<file path="src/rtl/core/range_linearize_filter_pi_steer_top_assert.svh">
// Assertion macros shared by the steering block.
`ifndef RANGE_LINEARIZE_FILTER_PI_STEER_TOP_ASSERT_SVH
`define RANGE_LINEARIZE_FILTER_PI_STEER_TOP_ASSERT_SVH

// Implication checked on every rising clock edge outside reset.
`define RLF_ASSERT_IMP(lbl, clk, rstn, ante, cons) \
  lbl: assert property (@(posedge clk) disable iff (!rstn) (ante) |-> (cons)) \
    else $error("assertion failed");

// Next-cycle implication.
`define RLF_ASSERT_NXT(lbl, clk, rstn, ante, cons) \
  lbl: assert property (@(posedge clk) disable iff (!rstn) (ante) |=> (cons)) \
    else $error("assertion failed");

`endif

</file>
<file path="src/rtl/core/rlf_pkg.sv">
package rlf_pkg;

  localparam int unsigned FracBits = 8;
  localparam logic [19:0] DistMax  = 20'hFFFFF;

  // Breakpoint given in hundredths, rounded to FracBits fraction bits.
  function automatic logic [16:0] bp_of(input longint c);
    return 17'(((c << FracBits) + 50) / 100);
  endfunction

  // Segment offset given in millionths, rounded to FracBits+16 fraction bits.
  function automatic logic signed [29:0] ofs_of(input longint c);
    return 30'(((c << (FracBits + 16)) + 500000) / 1000000);
  endfunction

  // Breakpoints in distance units.
  localparam logic [16:0] Bp184  = bp_of(184);
  localparam logic [16:0] Bp828  = bp_of(828);
  localparam logic [16:0] Bp1017 = bp_of(1017);
  localparam logic [16:0] Bp1694 = bp_of(1694);
  localparam logic [16:0] Bp1825 = bp_of(1825);
  localparam logic [16:0] Bp2495 = bp_of(2495);
  localparam logic [16:0] Bp2631 = bp_of(2631);
  localparam logic [16:0] Bp3125 = bp_of(3125);

  // Segment slopes (Q.16) and offsets (FracBits+16 fraction bits).
  localparam logic [17:0] Slp0 = 18'd87691;
  localparam logic [17:0] Slp1 = 18'd76366;
  localparam logic [17:0] Slp2 = 18'd82214;
  localparam logic [17:0] Slp3 = 18'd82612;
  localparam logic signed [29:0] Ofs0 = -ofs_of(682216);
  localparam logic signed [29:0] Ofs1 = ofs_of(203794);
  localparam logic signed [29:0] Ofs2 = -ofs_of(1053040);
  localparam logic signed [29:0] Ofs3 = -ofs_of(1409490);

  localparam logic signed [23:0] SteerMax = 24'sh7FFFFF;
  localparam logic signed [23:0] SteerMin = -24'sh800000;

  // Dead band limits of the steering value and the stand-in for a missing side wall.
  localparam logic signed [23:0] SteerOne   = 24'(1 << FracBits);
  localparam logic signed [23:0] SteerOne75 = 24'(7 << (FracBits - 2));
  localparam logic signed [21:0] NoWallDist = 22'(7 << (FracBits - 1));

  typedef enum logic [2:0] {
    CMD_NONE = 3'd0, CMD_FORWARD = 3'd1, CMD_RIGHT_TURN = 3'd2, CMD_LEFT_TURN = 3'd3,
    CMD_RIGHT_STRAFE = 3'd4, CMD_LEFT_STRAFE = 3'd5, CMD_REVERSE = 3'd6
  } motion_cmd_e;

  typedef enum logic [2:0] {
    REG_PROP_GAIN = 3'd0, REG_INTEGRAL_GAIN = 3'd1, REG_CENTRE_OFFSET = 3'd2,
    REG_SIDE_WALL_LIMIT = 3'd3, REG_FILTER_NEW_WEIGHT = 3'd4,
    REG_FILTER_OLD_WEIGHT = 3'd5, REG_FRONT_CLEAR_DISTANCE = 3'd6
  } reg_idx_e;

  typedef enum logic [3:0] {
    ST_IDLE, ST_LIN_A, ST_LIN_B, ST_LIN_R, ST_FLT_A, ST_FLT_B, ST_FLT_R,
    ST_ERR, ST_PI_A, ST_PI_B, ST_PI_R, ST_OUT
  } seq_state_e;

  typedef struct packed {
    logic [15:0] raw_front_distance;
    logic [15:0] raw_left_distance;
    logic [15:0] raw_right_distance;
  } in_item_t;

  typedef struct packed {
    logic [2:0]         motion_command;
    logic signed [23:0] steer_value;
    logic [19:0]        front_filtered;
    logic [19:0]        left_filtered;
    logic [19:0]        right_filtered;
  } out_item_t;

  typedef struct packed {
    logic [15:0]        prop_gain;
    logic [15:0]        integral_gain;
    logic signed [15:0] centre_offset;
    logic [15:0]        side_wall_limit;
    logic [15:0]        filter_new_weight;
    logic [15:0]        filter_old_weight;
    logic [15:0]        front_clear_distance;
  } cfg_t;

endpackage

</file>
<file path="src/rtl/core/rlf_mac.sv">
// Shared multiply-accumulate: acc = (clr ? 0 : acc) + a*b, one product per cycle while enabled.
module rlf_mac import rlf_pkg::*; (
  input  logic               clk_i,
  input  logic               en_i,
  input  logic               clr_i,
  input  logic signed [32:0] a_i,
  input  logic signed [17:0] b_i,
  output logic signed [52:0] acc_o
);
  logic signed [52:0] acc_q, acc_d;
  logic signed [50:0] prod;

  assign prod  = a_i * b_i;
  assign acc_d = (clr_i ? 53'sd0 : acc_q) + 53'(prod);

  always_ff @(posedge clk_i) begin
    if (en_i) begin
      acc_q <= acc_d;
    end
  end

  assign acc_o = acc_q;
endmodule

</file>
<file path="src/rtl/core/range_linearize_filter_pi_steer_top.sv">
// Range linearizer, low-pass filter and PI steering unit. Each item carries
// three raw distances in Q8.8 cm. Every channel is linearized with a
// four-segment piecewise-linear map (gaps between segments average the two
// lines, small readings give zero, large readings pass through), then
// low-pass filtered (an empty filter loads the sample). A trapezoidal PI
// controller on the side difference yields a saturated steering value and
// a motion command. All products run through one 33x18 multiply-accumulate
// unit under a sequencer that steps each channel through LIN_A, LIN_B,
// LIN_R, FLT_A, FLT_B and FLT_R, then through ERR, PI_A, PI_B, PI_R and
// OUT. A new item is taken only in idle, after the last result has gone
// into the output register. The result sits in that register, so a stalled
// result holds the sequencer only once the next result is ready for it.
// Configuration writes take effect at once and must be made while idle.
module range_linearize_filter_pi_steer_top import rlf_pkg::*; (
  input  logic        clk_i,
  input  logic        rst_ni,
  input  logic        in_valid_i,
  output logic        in_stall_o,
  input  in_item_t    in_data_i,
  output logic        out_valid_o,
  input  logic        out_stall_i,
  output out_item_t   out_data_o,
  input  logic        cfg_we_i,
  input  logic [2:0]  cfg_idx_i,
  input  logic [15:0] cfg_data_i
);
`include "range_linearize_filter_pi_steer_top_assert.svh"

  cfg_t cfg_q;
  seq_state_e state_q, state_d;
  logic [1:0] ch_q, ch_d;            // channel being processed
  logic [47:0] raw_q;
  logic [19:0] filt_q [3];
  logic [19:0] lin_q;
  logic signed [31:0] esum_q;
  logic signed [21:0] perr_q;
  logic signed [21:0] err_q;
  logic signed [32:0] sum_q;         // saturated error sum for this item
  logic [2:0] cmd_q;
  logic signed [23:0] steer_q;
  logic out_valid_q;
  out_item_t out_q;

  // The output register is free when empty or being emptied this cycle.
  logic out_free, out_load, out_valid_d;
  assign out_free    = !out_valid_q || !out_stall_i;
  assign out_load    = (state_q == ST_OUT) && out_free;
  assign out_valid_d = out_load || (out_valid_q && out_stall_i);

  // Segment selection for the current raw value.
  logic [15:0] m;
  logic [1:0]  seg_lo;
  logic        gap, below, above;
  logic [17:0] slp_a, slp_b;
  logic signed [29:0] ofs_a, ofs_b;

  // MAC controls.
  logic mac_en, mac_clr;
  logic signed [32:0] mac_a;
  logic signed [17:0] mac_b;
  logic signed [52:0] acc;

  always_comb begin
    case (ch_q)
      2'd0:    m = raw_q[47:32];
      2'd1:    m = raw_q[31:16];
      default: m = raw_q[15:0];
    endcase
  end

  always_comb begin
    below = m < Bp184;
    above = m > Bp3125;
    gap = 1'b0;
    seg_lo = 2'd0;
    if (m <= Bp828) begin
      seg_lo = 2'd0;
    end else if (m < Bp1017) begin
      seg_lo = 2'd0; gap = 1'b1;
    end else if (m <= Bp1694) begin
      seg_lo = 2'd1;
    end else if (m < Bp1825) begin
      seg_lo = 2'd1; gap = 1'b1;
    end else if (m <= Bp2495) begin
      seg_lo = 2'd2;
    end else if (m < Bp2631) begin
      seg_lo = 2'd2; gap = 1'b1;
    end else begin
      seg_lo = 2'd3;
    end
  end

  function automatic logic [17:0] slp_f(input logic [1:0] k);
    case (k)
      2'd0:    slp_f = Slp0;
      2'd1:    slp_f = Slp1;
      2'd2:    slp_f = Slp2;
      default: slp_f = Slp3;
    endcase
  endfunction

  function automatic logic signed [29:0] ofs_f(input logic [1:0] k);
    case (k)
      2'd0:    ofs_f = Ofs0;
      2'd1:    ofs_f = Ofs1;
      2'd2:    ofs_f = Ofs2;
      default: ofs_f = Ofs3;
    endcase
  endfunction

  assign slp_a = slp_f(seg_lo);
  assign ofs_a = ofs_f(seg_lo);
  assign slp_b = slp_f(seg_lo + 2'd1);
  assign ofs_b = ofs_f(seg_lo + 2'd1);

  // Linearized value from the accumulator (offsets added here).
  logic signed [52:0] lin_sum;
  logic [36:0] lin_rnd;
  logic [19:0] lin_val;
  always_comb begin
    lin_sum = acc + 53'(ofs_a) + (gap ? 53'(ofs_b) : 53'sd0);
    lin_rnd = '0;
    if (!lin_sum[52]) begin
      lin_rnd = gap ? 37'((lin_sum + 53'sd65536) >>> 17)
                    : 37'((lin_sum + 53'sd32768) >>> 16);
    end
    if (below) lin_val = '0;
    else if (above) lin_val = 20'(m);
    else if (lin_rnd > 37'(DistMax)) lin_val = DistMax;
    else lin_val = lin_rnd[19:0];
  end

  // Filter update from the accumulator.
  logic [36:0] flt_rnd;
  logic [19:0] flt_val;
  always_comb begin
    flt_rnd = 37'((acc + 53'sd32768) >>> 16);
    if (filt_q[ch_q] == '0) flt_val = lin_q;
    else if (flt_rnd > 37'(DistMax)) flt_val = DistMax;
    else flt_val = flt_rnd[19:0];
  end

  // Error term.
  logic signed [21:0] ls, rs, err_d;
  logic signed [33:0] sum_raw;
  logic signed [31:0] sum_sat;
  always_comb begin
    ls = (filt_q[1] > 20'(cfg_q.side_wall_limit)) ? NoWallDist
                                                  : 22'($signed({1'b0, filt_q[1]}));
    rs = (filt_q[2] > 20'(cfg_q.side_wall_limit)) ? NoWallDist
                                                  : 22'($signed({1'b0, filt_q[2]}));
    err_d = 22'(cfg_q.centre_offset) + ls - rs;
    sum_raw = 34'(esum_q) + 34'(err_d) + 34'(perr_q);
    if (sum_raw > 34'sh7FFFFFFF) sum_sat = 32'sh7FFFFFFF;
    else if (sum_raw < -34'sh80000000) sum_sat = -32'sh80000000;
    else sum_sat = 32'(sum_raw);
  end

  // Steering from the accumulator.
  logic signed [52:0] pi_x, pi_sh;
  logic signed [23:0] steer_d;
  logic [2:0] cmd_d;
  always_comb begin
    pi_x = acc + 53'sd256;
    pi_sh = pi_x >>> 9;  // floor shift equals the model's rounding for both signs
    if (pi_sh > 53'(SteerMax)) steer_d = SteerMax;
    else if (pi_sh < 53'(SteerMin)) steer_d = SteerMin;
    else steer_d = 24'(pi_sh);
    if (filt_q[0] > 20'(cfg_q.front_clear_distance)) begin
      if (steer_d > -SteerOne && steer_d < SteerOne) cmd_d = CMD_FORWARD;
      else if (steer_d <= -SteerOne75) cmd_d = CMD_RIGHT_TURN;
      else if (steer_d >= SteerOne75) cmd_d = CMD_LEFT_TURN;
      else if (steer_d < -SteerOne) cmd_d = CMD_RIGHT_STRAFE;
      else if (steer_d > SteerOne) cmd_d = CMD_LEFT_STRAFE;
      else cmd_d = CMD_NONE;
    end else begin
      cmd_d = CMD_REVERSE;
    end
  end

  // Next state.
  always_comb begin
    state_d = state_q;
    ch_d = ch_q;
    case (state_q)
      ST_IDLE:  if (in_valid_i) state_d = ST_LIN_A;
      ST_LIN_A: state_d = ST_LIN_B;
      ST_LIN_B: state_d = ST_LIN_R;
      ST_LIN_R: state_d = ST_FLT_A;
      ST_FLT_A: state_d = ST_FLT_B;
      ST_FLT_B: state_d = ST_FLT_R;
      ST_FLT_R: begin
        if (ch_q == 2'd2) begin
          state_d = ST_ERR; ch_d = 2'd0;
        end else begin
          state_d = ST_LIN_A; ch_d = ch_q + 2'd1;
        end
      end
      ST_ERR:   state_d = ST_PI_A;
      ST_PI_A:  state_d = ST_PI_B;
      ST_PI_B:  state_d = ST_PI_R;
      ST_PI_R:  state_d = ST_OUT;
      ST_OUT:   if (out_free) state_d = ST_IDLE;
      default:  state_d = ST_IDLE;
    endcase
  end

  // MAC operand selection.
  always_comb begin
    mac_en = 1'b0; mac_clr = 1'b0; mac_a = '0; mac_b = '0;
    case (state_q)
      ST_LIN_A: begin
        mac_en = 1'b1; mac_clr = 1'b1; mac_a = 33'(m); mac_b = $signed(slp_a);
      end
      ST_LIN_B: begin
        mac_en = gap; mac_a = 33'(m); mac_b = $signed(slp_b);
      end
      ST_FLT_A: begin
        mac_en = 1'b1; mac_clr = 1'b1; mac_a = 33'(filt_q[ch_q]);
        mac_b = 18'(cfg_q.filter_old_weight);
      end
      ST_FLT_B: begin
        mac_en = 1'b1; mac_a = 33'(lin_q); mac_b = 18'(cfg_q.filter_new_weight);
      end
      ST_PI_A: begin
        mac_en = 1'b1; mac_clr = 1'b1; mac_a = 33'(err_q);
        mac_b = 18'({cfg_q.prop_gain, 1'b0});
      end
      ST_PI_B: begin
        mac_en = 1'b1; mac_a = sum_q; mac_b = 18'(cfg_q.integral_gain);
      end
      default: ;
    endcase
  end

  rlf_mac u_mac (
    .clk_i (clk_i), .en_i (mac_en), .clr_i (mac_clr),
    .a_i (mac_a), .b_i (mac_b), .acc_o (acc)
  );

  always_ff @(posedge clk_i or negedge rst_ni) begin
    if (!rst_ni) begin
      state_q <= ST_IDLE;
      ch_q <= '0;
      out_valid_q <= 1'b0;
      filt_q[0] <= '0; filt_q[1] <= '0; filt_q[2] <= '0;
      esum_q <= '0;
      perr_q <= '0;
      cfg_q.prop_gain <= 16'd256;
      cfg_q.integral_gain <= 16'd26;
      cfg_q.centre_offset <= '0;
      cfg_q.side_wall_limit <= 16'd2048;
      cfg_q.filter_new_weight <= 16'd32768;
      cfg_q.filter_old_weight <= 16'd32768;
      cfg_q.front_clear_distance <= 16'd1152;
    end else begin
      state_q <= state_d;
      ch_q <= ch_d;
      out_valid_q <= out_valid_d;
      if (state_q == ST_FLT_R) filt_q[ch_q] <= flt_val;
      if (state_q == ST_ERR) begin
        esum_q <= sum_sat;
        perr_q <= err_d;
      end
      if (cfg_we_i) begin
        case (cfg_idx_i)
          REG_PROP_GAIN:            cfg_q.prop_gain <= cfg_data_i;
          REG_INTEGRAL_GAIN:        cfg_q.integral_gain <= cfg_data_i;
          REG_CENTRE_OFFSET:        cfg_q.centre_offset <= cfg_data_i;
          REG_SIDE_WALL_LIMIT:      cfg_q.side_wall_limit <= cfg_data_i;
          REG_FILTER_NEW_WEIGHT:    cfg_q.filter_new_weight <= cfg_data_i;
          REG_FILTER_OLD_WEIGHT:    cfg_q.filter_old_weight <= cfg_data_i;
          REG_FRONT_CLEAR_DISTANCE: cfg_q.front_clear_distance <= cfg_data_i;
          default: ;
        endcase
      end
    end
  end

  always_ff @(posedge clk_i) begin
    if (state_q == ST_IDLE && in_valid_i) raw_q <= in_data_i;
    if (state_q == ST_LIN_R) lin_q <= lin_val;
    if (state_q == ST_ERR) begin
      err_q <= err_d;
      sum_q <= 33'(sum_sat);
    end
    if (state_q == ST_PI_R) begin
      steer_q <= steer_d;
      cmd_q <= cmd_d;
    end
    if (out_load) begin
      out_q <= '{motion_command: cmd_q, steer_value: steer_q,
                 front_filtered: filt_q[0], left_filtered: filt_q[1],
                 right_filtered: filt_q[2]};
    end
  end

  assign in_stall_o = (state_q != ST_IDLE);
  assign out_valid_o = out_valid_q;
  assign out_data_o = out_q;

  `RLF_ASSERT_NXT(a_out_load, clk_i, rst_ni, state_q == ST_OUT && out_free, out_valid_o && state_q == ST_IDLE)
  `RLF_ASSERT_NXT(a_accept_starts, clk_i, rst_ni, in_valid_i && !in_stall_o, state_q == ST_LIN_A)
  `RLF_ASSERT_NXT(a_out_held, clk_i, rst_ni, out_valid_o && out_stall_i, out_valid_o && $stable(out_data_o))
  `RLF_ASSERT_IMP(a_chan_range, clk_i, rst_ni, state_q != ST_IDLE, ch_q != 2'd3)
endmodule

</file>
<file path="config.mk">
export PLATFORM = sky130hd
export DESIGN_NAME = range_linearize_filter_pi_steer_top
export DESIGN_NICKNAME = d
export VERILOG_FILES = /design/src/rtl/core/rlf_pkg.sv /design/src/rtl/core/rlf_mac.sv /design/src/rtl/core/range_linearize_filter_pi_steer_top.sv
export VERILOG_INCLUDE_DIRS = /design/src /design/src/rtl/core
export SDC_FILE = /design/constraint.sdc
export NUM_CORES = 2
export LEC_CHECK = 0
export BUFFER_PORTS_ARGS = -buffer_cell sky130_fd_sc_hd__buf_2
export CORE_MARGIN = 2
export CORE_UTILIZATION = 50
export DETAILED_ROUTE_END_ITERATION = 7
export PLACE_DENSITY = 0.77
export SYNTH_ARGS = -nofsm -noshare
export SYNTH_HDL_FRONTEND = slang
export SYNTH_HIERARCHICAL = 1
export SYNTH_SLANG_ARGS = --single-unit
</file>
<file path="constraint.sdc">
create_clock -name clk_i -period 11.37 [get_ports clk_i]
set_clock_uncertainty 0.2 [all_clocks]
set_input_delay 0.5685 -clock clk_i [delete_from_list [all_inputs] [get_ports clk_i]]
set_output_delay 0.5685 -clock clk_i [all_outputs]
set_load 0.05 [all_outputs]
</file>
**Yosys cells after proc, flatten, opt, wreduce, memory -nomap -nowiden**

Cells that the tools add are included.

- Add/subtract/negate cells: 13
- $mul: 1
- Div/mod/pow operators: 0
- $lt $le $gt $ge: 25
- Equal/unequal tests: 25
- Shift operators: 0
- Mux-type cells: 51
- Bitwise logic cells: 1
- Reductions and logical operators: 28

Operator list:

| kind | count |
|---|---|
| $pmux 30 s3 | 2 |
| $pmux 33 s5 | 1 |
| $mux 20 | 8 |
| $add 53x17->53 const B | 2 |
| $mux 53 | 2 |
| $pmux 17 s6 | 1 |
| $pmux 15 s3 | 2 |
| $gt 37x20->1 const B | 2 |
| $mux 37 | 2 |
| $mux 32 | 2 |
| $bwmux 60 | 1 |
| $gt 20x16->1 | 3 |
| $add 53x10->53 const B | 1 |
| $add 53x18->53 const B | 1 |
| $add 53x30->53 | 1 |
| $add 53x51->53 | 1 |
| $add 53x53->53 | 1 |
| $mul 33x18->51 | 1 |
| $mux 24 | 2 |
| $pmux 4 s12 | 1 |
| $gt 44x24->1 const B | 1 |
| $lt 44x24->1 const B | 1 |
| $bmux 20 s2 | 1 |
| $demux 20 s2 | 1 |
| other kinds (51) | 103 |

- Flip-flop bits (word level): 522
- Bits in latches: 0
- Memory bits (writable): 0
- ROM bits: 0
- Input port bits: 72
- Output and inout bits: 89
- Memories: 0

**Longest topological paths before layout**

- Word-level depth: 20
- Depth in mapped cells: 55

**Cells and area by module**

Netlist, hierarchy kept.

Modules (own cells, without submodules):

| module | times used | cells an instance | area an instance (µm²) | sequential area each (µm²) |
|---|---|---|---|---|
| range_linearize_filter_pi_steer_top | 1 | 3279 | 31622.8 | 12928.6 |
| rlf_mac | 1 | 2491 | 24058.1 | 1591.5 |

**Least setup slack after synthesis**

Ideal clock, no wire load.

- Path type: register to register
- From: register filt_q[38] in the netlist's numbering
- To: register esum_q[9]
- Library setup time: 0.088 ns
- Data arrival time: 10.068 ns
- Slack: 1.013 ns
- Cell stages (with the launch flop): 44
- Path buffers: 2
- Clock period less this slack: 10.357 ns
- Cells stage by stage: dfrtp_1 -> or4_1 -> or2_2 -> o41ai_1 -> clkbuf_1 -> nand2_1 -> fa_1 -> inv_1 -> ha_1 -> a21o_1 -> a21oi_1 -> o21bai_1 -> a21oi_1 -> o21bai_1 -> a21oi_1 -> o21bai_1 -> a21oi_1 -> o21bai_1 -> [8 not listed] -> nor2b_1 -> nor2_1 -> fa_1 -> ha_1 -> and2_1 -> a22o_1 -> a31oi_1 -> a21oi_1 -> a41oi_1 -> a21oi_1 -> a21o_1 -> and2_1 -> a21oi_1 -> nor3b_1 -> nor4_1 -> nor2_1 -> clkbuf_1 -> a22oi_1

- Longest elaborated chain between the ends: 9
- Elaborated cells on any way between the ends: 10
- Those cells by class: add/sub (4); order compare (3); mux (3)

Ends and longest elaborated chain:

| what | RTL line | source |
|---|---|---|
| from (decl) | range_linearize_filter_pi_steer_top.sv:33 | `logic [19:0] filt_q [3];` |
| from (signal, indexed assignment) | range_linearize_filter_pi_steer_top.sv:260 | `if (state_q == ST_FLT_R) filt_q[ch_q] <= flt_val;` |
| $gt 20x16->1 | range_linearize_filter_pi_steer_top.sv:148 | `ls = (filt_q[1] > 20'(cfg_q.side_wall_limit)) ? NoWallDist` |
| $mux 20 * | range_linearize_filter_pi_steer_top.sv:148 |  |
| $add 16x21->22 * | range_linearize_filter_pi_steer_top.sv:152 | `err_d = 22'(cfg_q.centre_offset) + ls - rs;` |
| $sub 22x21->22 * | range_linearize_filter_pi_steer_top.sv:152 |  |
| named net err_d[21] | range_linearize_filter_pi_steer_top.sv:144 | `logic signed [21:0] ls, rs, err_d;` |
| $add 32x22->33 * | range_linearize_filter_pi_steer_top.sv:153 | `sum_raw = 34'(esum_q) + 34'(err_d) + 34'(perr_q);` |
| $add 33x22->34 * | range_linearize_filter_pi_steer_top.sv:153 |  |
| $lt 34x32->1 | range_linearize_filter_pi_steer_top.sv:155 | `else if (sum_raw < -34'sh80000000) sum_sat = -32'sh80000000;` |
| $mux 32 | range_linearize_filter_pi_steer_top.sv:155 |  |
| $mux 32 * | range_linearize_filter_pi_steer_top.sv:154 | `if (sum_raw > 34'sh7FFFFFFF) sum_sat = 32'sh7FFFFFFF;` |
| to (signal assigned) | range_linearize_filter_pi_steer_top.sv:262 | `esum_q <= sum_sat;` |
| to (decl) | range_linearize_filter_pi_steer_top.sv:35 | `logic signed [31:0] esum_q;` |

Mark *: on every way through the listed nets, which the timed path passes. The rest lies on a longest branch.
A chain may end at the register's enable or synchronous reset.

**Final worst setup path**

- From: register ch_q[0]
- To: register u_mac.acc_q[49] (netlist: u_mac/acc_o[49]), data pin

- Longest elaborated chain between the ends: 15
- Elaborated cells on any way between the ends: 32
- Those cells by class: add/sub (2); mul (1); order compare (6); eq/ne (5); mux (14); bitwise (1); reduce/logical (3)

Ends and longest elaborated chain:

| what | RTL line | source |
|---|---|---|
| from (decl) | range_linearize_filter_pi_steer_top.sv:31 | `logic [1:0] ch_q, ch_d;` |
| from (signal assigned) | range_linearize_filter_pi_steer_top.sv:258 | `ch_q <= ch_d;` |
| $eq 2x1->1 or $logic_not 2->1 (tied branches) | range_linearize_filter_pi_steer_top.sv:64 | `case (ch_q)` |
| $pmux 16 s2 * | range_linearize_filter_pi_steer_top.sv:64 |  |
| $lt 16x13->1 | range_linearize_filter_pi_steer_top.sv:86 | `end else if (m < Bp2631) begin` |
| $mux 1 | range_linearize_filter_pi_steer_top.sv:86 |  |
| $mux 1 | range_linearize_filter_pi_steer_top.sv:84 | `end else if (m <= Bp2495) begin` |
| $mux 2 | range_linearize_filter_pi_steer_top.sv:82 | `end else if (m < Bp1825) begin` |
| $mux 2 | range_linearize_filter_pi_steer_top.sv:80 | `end else if (m <= Bp1694) begin` |
| $mux 2 | range_linearize_filter_pi_steer_top.sv:78 | `end else if (m < Bp1017) begin` |
| $mux 2 * | range_linearize_filter_pi_steer_top.sv:76 | `if (m <= Bp828) begin` |
| $add 2x1->2 | range_linearize_filter_pi_steer_top.sv:113 | `assign slp_b = slp_f(seg_lo + 2'd1);` |
| $eq 2x2->1, or another cell as far along | range_linearize_filter_pi_steer_top.sv:94 | `case (k)` |
| $pmux 15 s3 | range_linearize_filter_pi_steer_top.sv:94 |  |
| $pmux 17 s6 * | range_linearize_filter_pi_steer_top.sv:211 | `case (state_q)` |
| named net mac_b[12] | range_linearize_filter_pi_steer_top.sv:60 | `logic signed [17:0] mac_b;` |
| $mul 33x18->51 * | rlf_mac.sv:13 | `assign prod = a_i * b_i;` |
| $add 53x51->53 * | rlf_mac.sv:14 | `assign acc_d = (clr_i ? 53'sd0 : acc_q) + 53'(prod);` |
| named net u_mac.acc_d[49] | rlf_mac.sv:10 | `logic signed [52:0] acc_q, acc_d;` |
| to (signal assigned) | rlf_mac.sv:18 | `acc_q <= acc_d;` |
| to (decl) | rlf_mac.sv:10 |  |

Mark *: on every way through the listed nets, which the timed path passes. The rest lies on a longest branch. The select of a mux whose other input is x is not followed.

==> run metrics <==
final hold slack 0.0743 ns; Slew @ Worst Pin about 1.4 ns; outcome finished clean; ys flop type edfxtp_1; end of the critical path u_mac/acc_o[49]; Post-synth EDFFs ~290; clk sinks roughly 520; TritonCTS buffer count 56; Post-Syn Area about 0.056 sq mm; DRC Markers 0; Site Rows 122; first-pass GRT wire length ~250 mm; Mapped Cells 5,770; R2R Setup Slk about 0.64 ns; Initial Util roughly 50%; H-tree Lvls 2; CTS tree yes; syn_area_per_cell 9.65 sq um; max-slew violation count 0; hpwl dp 128 mm; Placer Congestion roughly 1.0; RR Startpoint ch_q[0]; Post-Layout Inst Area 0.0610 sq mm; largest net degree at the start of global routing 95; WP data arrival between 10 and 15 ns; placed cell area 0.0584 sq mm; Worst path most repeated cell fa_1; gr usage total between 20 and 30%; total number of vias about 43,000; IO Count about 160; WS Path Type flop to flop; share of layout cells above drive strength 1 about a tenth; required time of the worst setup path between 10 and 15 ns; crit-path max FO 17; Worst setup SP type flop; global route overflow 0; Max Buffers Root-to-Sink 3; die area roughly 0.11 sq mm; Layout Utilization between 50 and 60%; beginning of the critical path ch_q[0]; final worst-path cycle share 94.4%; Routed wire per std cell roughly 22 um; Yosys reg bits between 500 and 600; fin crit period ~11 ns; latest clock arrival within the worst-skew pair about 0.67 ns; Max Cap Violations 0; CP peak stage delay roughly 0.69 ns; Fin. Hold Viols 0; HP Class primary input to flop; Final ANT Viol Nets 0; Pre-antenna DRT Iters 8; IO buf count 160; Netlist cell types between 100 and 150; Yosys warning count 6; Die Y ~340 um; slowest cell on the critical path dfrtp_2; ys async rst share 44.6%; Initial DRC Count between 4,000 and 5,000; top cell type's share of synthesized area a little over a quarter; Final setup violation count 0; root buffer cell clkbuf_16; initial antenna violation count 6; vias in the first global route between 40,000 and 50,000; vias per cell 5.80; reg2reg end u_mac/acc_o[49]; R2R depth 29; fmax between 90 and 100 MHz; Synth area leaders fa_1 (26%), edfxtp_1 (16%), dfrtp_1 (10%); Critical Path Sink Type flop; Max-slew headroom between 8 and 9%; setup tns final 0 ns; Synth area leader fa_1; Die Span X 338 um; NumNets Final just over 7,000; sequential element share of the synthesized area 26.1%; area delta synth->final 9.63%; clk slew on worst S/H paths approximately 0.060 ns; final WL about 160 mm; hold path depth 3; core area 0.111 sq mm
## registers in the layout, indices dropped and copies added, names as in the netlist
name,cells
perr_q,22
out_valid_o,1
sum_q,32
lin_q,20
ch_q,2
cmd_q,3
cfg_q,112
out_data_o,87
esum_q,32
filt_q,60
err_q,22
u_mac/acc_o,53
raw_q,48
steer_q,24
state_q,4
## worst max-delay path: cells and delay by family, from the launching register on
kind	cells	cell delay (ns)
flip-flops	1	0.69
multiplexers	1	0.28
adder cells (fa/ha/maj)	9	4.42
AO/OA/AOI/OAI	11	3.13
XOR/XNOR	1	0.14
buffers and inverters	3	0.41
AND/OR/NAND/NOR	4	1.17
## layer usage
layer / wire length [um] / GRT usage [%]
met2: 74800 / 46.4
met1: 64000 / 38.1
met5: 13 / 0
met4: 9140 / 14.2
met3: 13100 / 4.76
## cells in the mapped netlist, drive strengths merged, types with 10 or more instances
master	instances
o211ai	17
fa	725
nor2b	54
or3	24
mux2i	39
o21ai	252
and3	32
dfrtp	224
a31oi	46
o21a	17
a22oi	50
nor3	72
clkbuf	210
or4	16
buf	20
ha	312
xor2	68
and2	322
nor4	39
nand2b	73
o21bai	33
nor2	243
inv	833
mux2	107
a311oi	11
nand4	88
nand3	88
nand2	751
or2	18
o31ai	17
xnor2	185
a211oi	22
a21o	104
edfxtp	289
o22ai	23
a21oi	208
nor3b	10
## kinds of logic after synthesis
family                   synth area share (%)
AND/OR/NAND/NOR                          16.5
buffers and inverters                    7.29
adder cells (fa/ha/maj)                  33.1
AO/OA/AOI/OAI                            10.2
flip-flops                               26.1
XOR/XNOR                                 3.98
multiplexers                             2.87
other                                  0.0135
## layout make-up
class | instances | area, sq um
repair buffers | 320 | 2140
inverters | 836 | 3140
multi-input cells | 4194 | 37300
clock inverters | 30 | 414
well taps | 1488 | 1860
clock buffers | 76 | 1640
diodes | 3 | 7.51
flip-flops and latches | 522 | 14500
fillers | 9566 | 49500
## what timing repair did
action | in CTS | in global routing
hold buffers | 50 | 0
setup endpoints to repair | 0 | 99
endpoints found under the hold margin | 135 | 0
resized for setup | 0 | 17
buffers inserted | 0 | 2
## through the flow
step           std cells  setup slack, ns
2_1_floorplan       5782             1.01
3_3_place_gp        7308            0.430
3_5_place_dp        7308            0.269
4_1_cts             7464            0.166
5_1_grt             7469         -0.00724
6_report            7469            0.640
## placed cells by master, fill, tap and decap left out, types with 32 or more instances in the layout
cell type      instances
a21o_1               104
a21oi_1              200
a22oi_1               50
a31oi_1               43
and2_1               322
buf_2                159
buf_4                109
clkbuf_16             60
dfrtp_1              222
dlygate4sd3_1         50
edfxtp_1             289
fa_1                 725
ha_1                 311
inv_1                833
mux2_2               107
mux2i_1               39
nand2_1              750
nand2b_1              73
nand3_1               86
nand4_1               88
nor2_1               238
nor2b_1               54
nor3_1                65
nor4_1                34
o21ai_0              215
o21bai_1              32
xnor2_1              185
xor2_1                67
## how the worst min path moves through the flow
stage,start,to,slack (ns)
2_1_floorplan,rst_ni,cfg_q[0],0.07
3_3_place_gp,steer_q[3],out_data_o[63],0.20
3_5_place_dp,steer_q[6],out_data_o[66],0.20
4_1_cts,cfg_data_i[1],cfg_q[65],0.05
5_1_grt,cfg_data_i[11],cfg_q[27],0.09
6_report,cfg_data_i[1],cfg_q[65],0.07
Power is not shown: default switching activity piles up to over one toggle a cycle in this logic, so the estimate is an artifact.
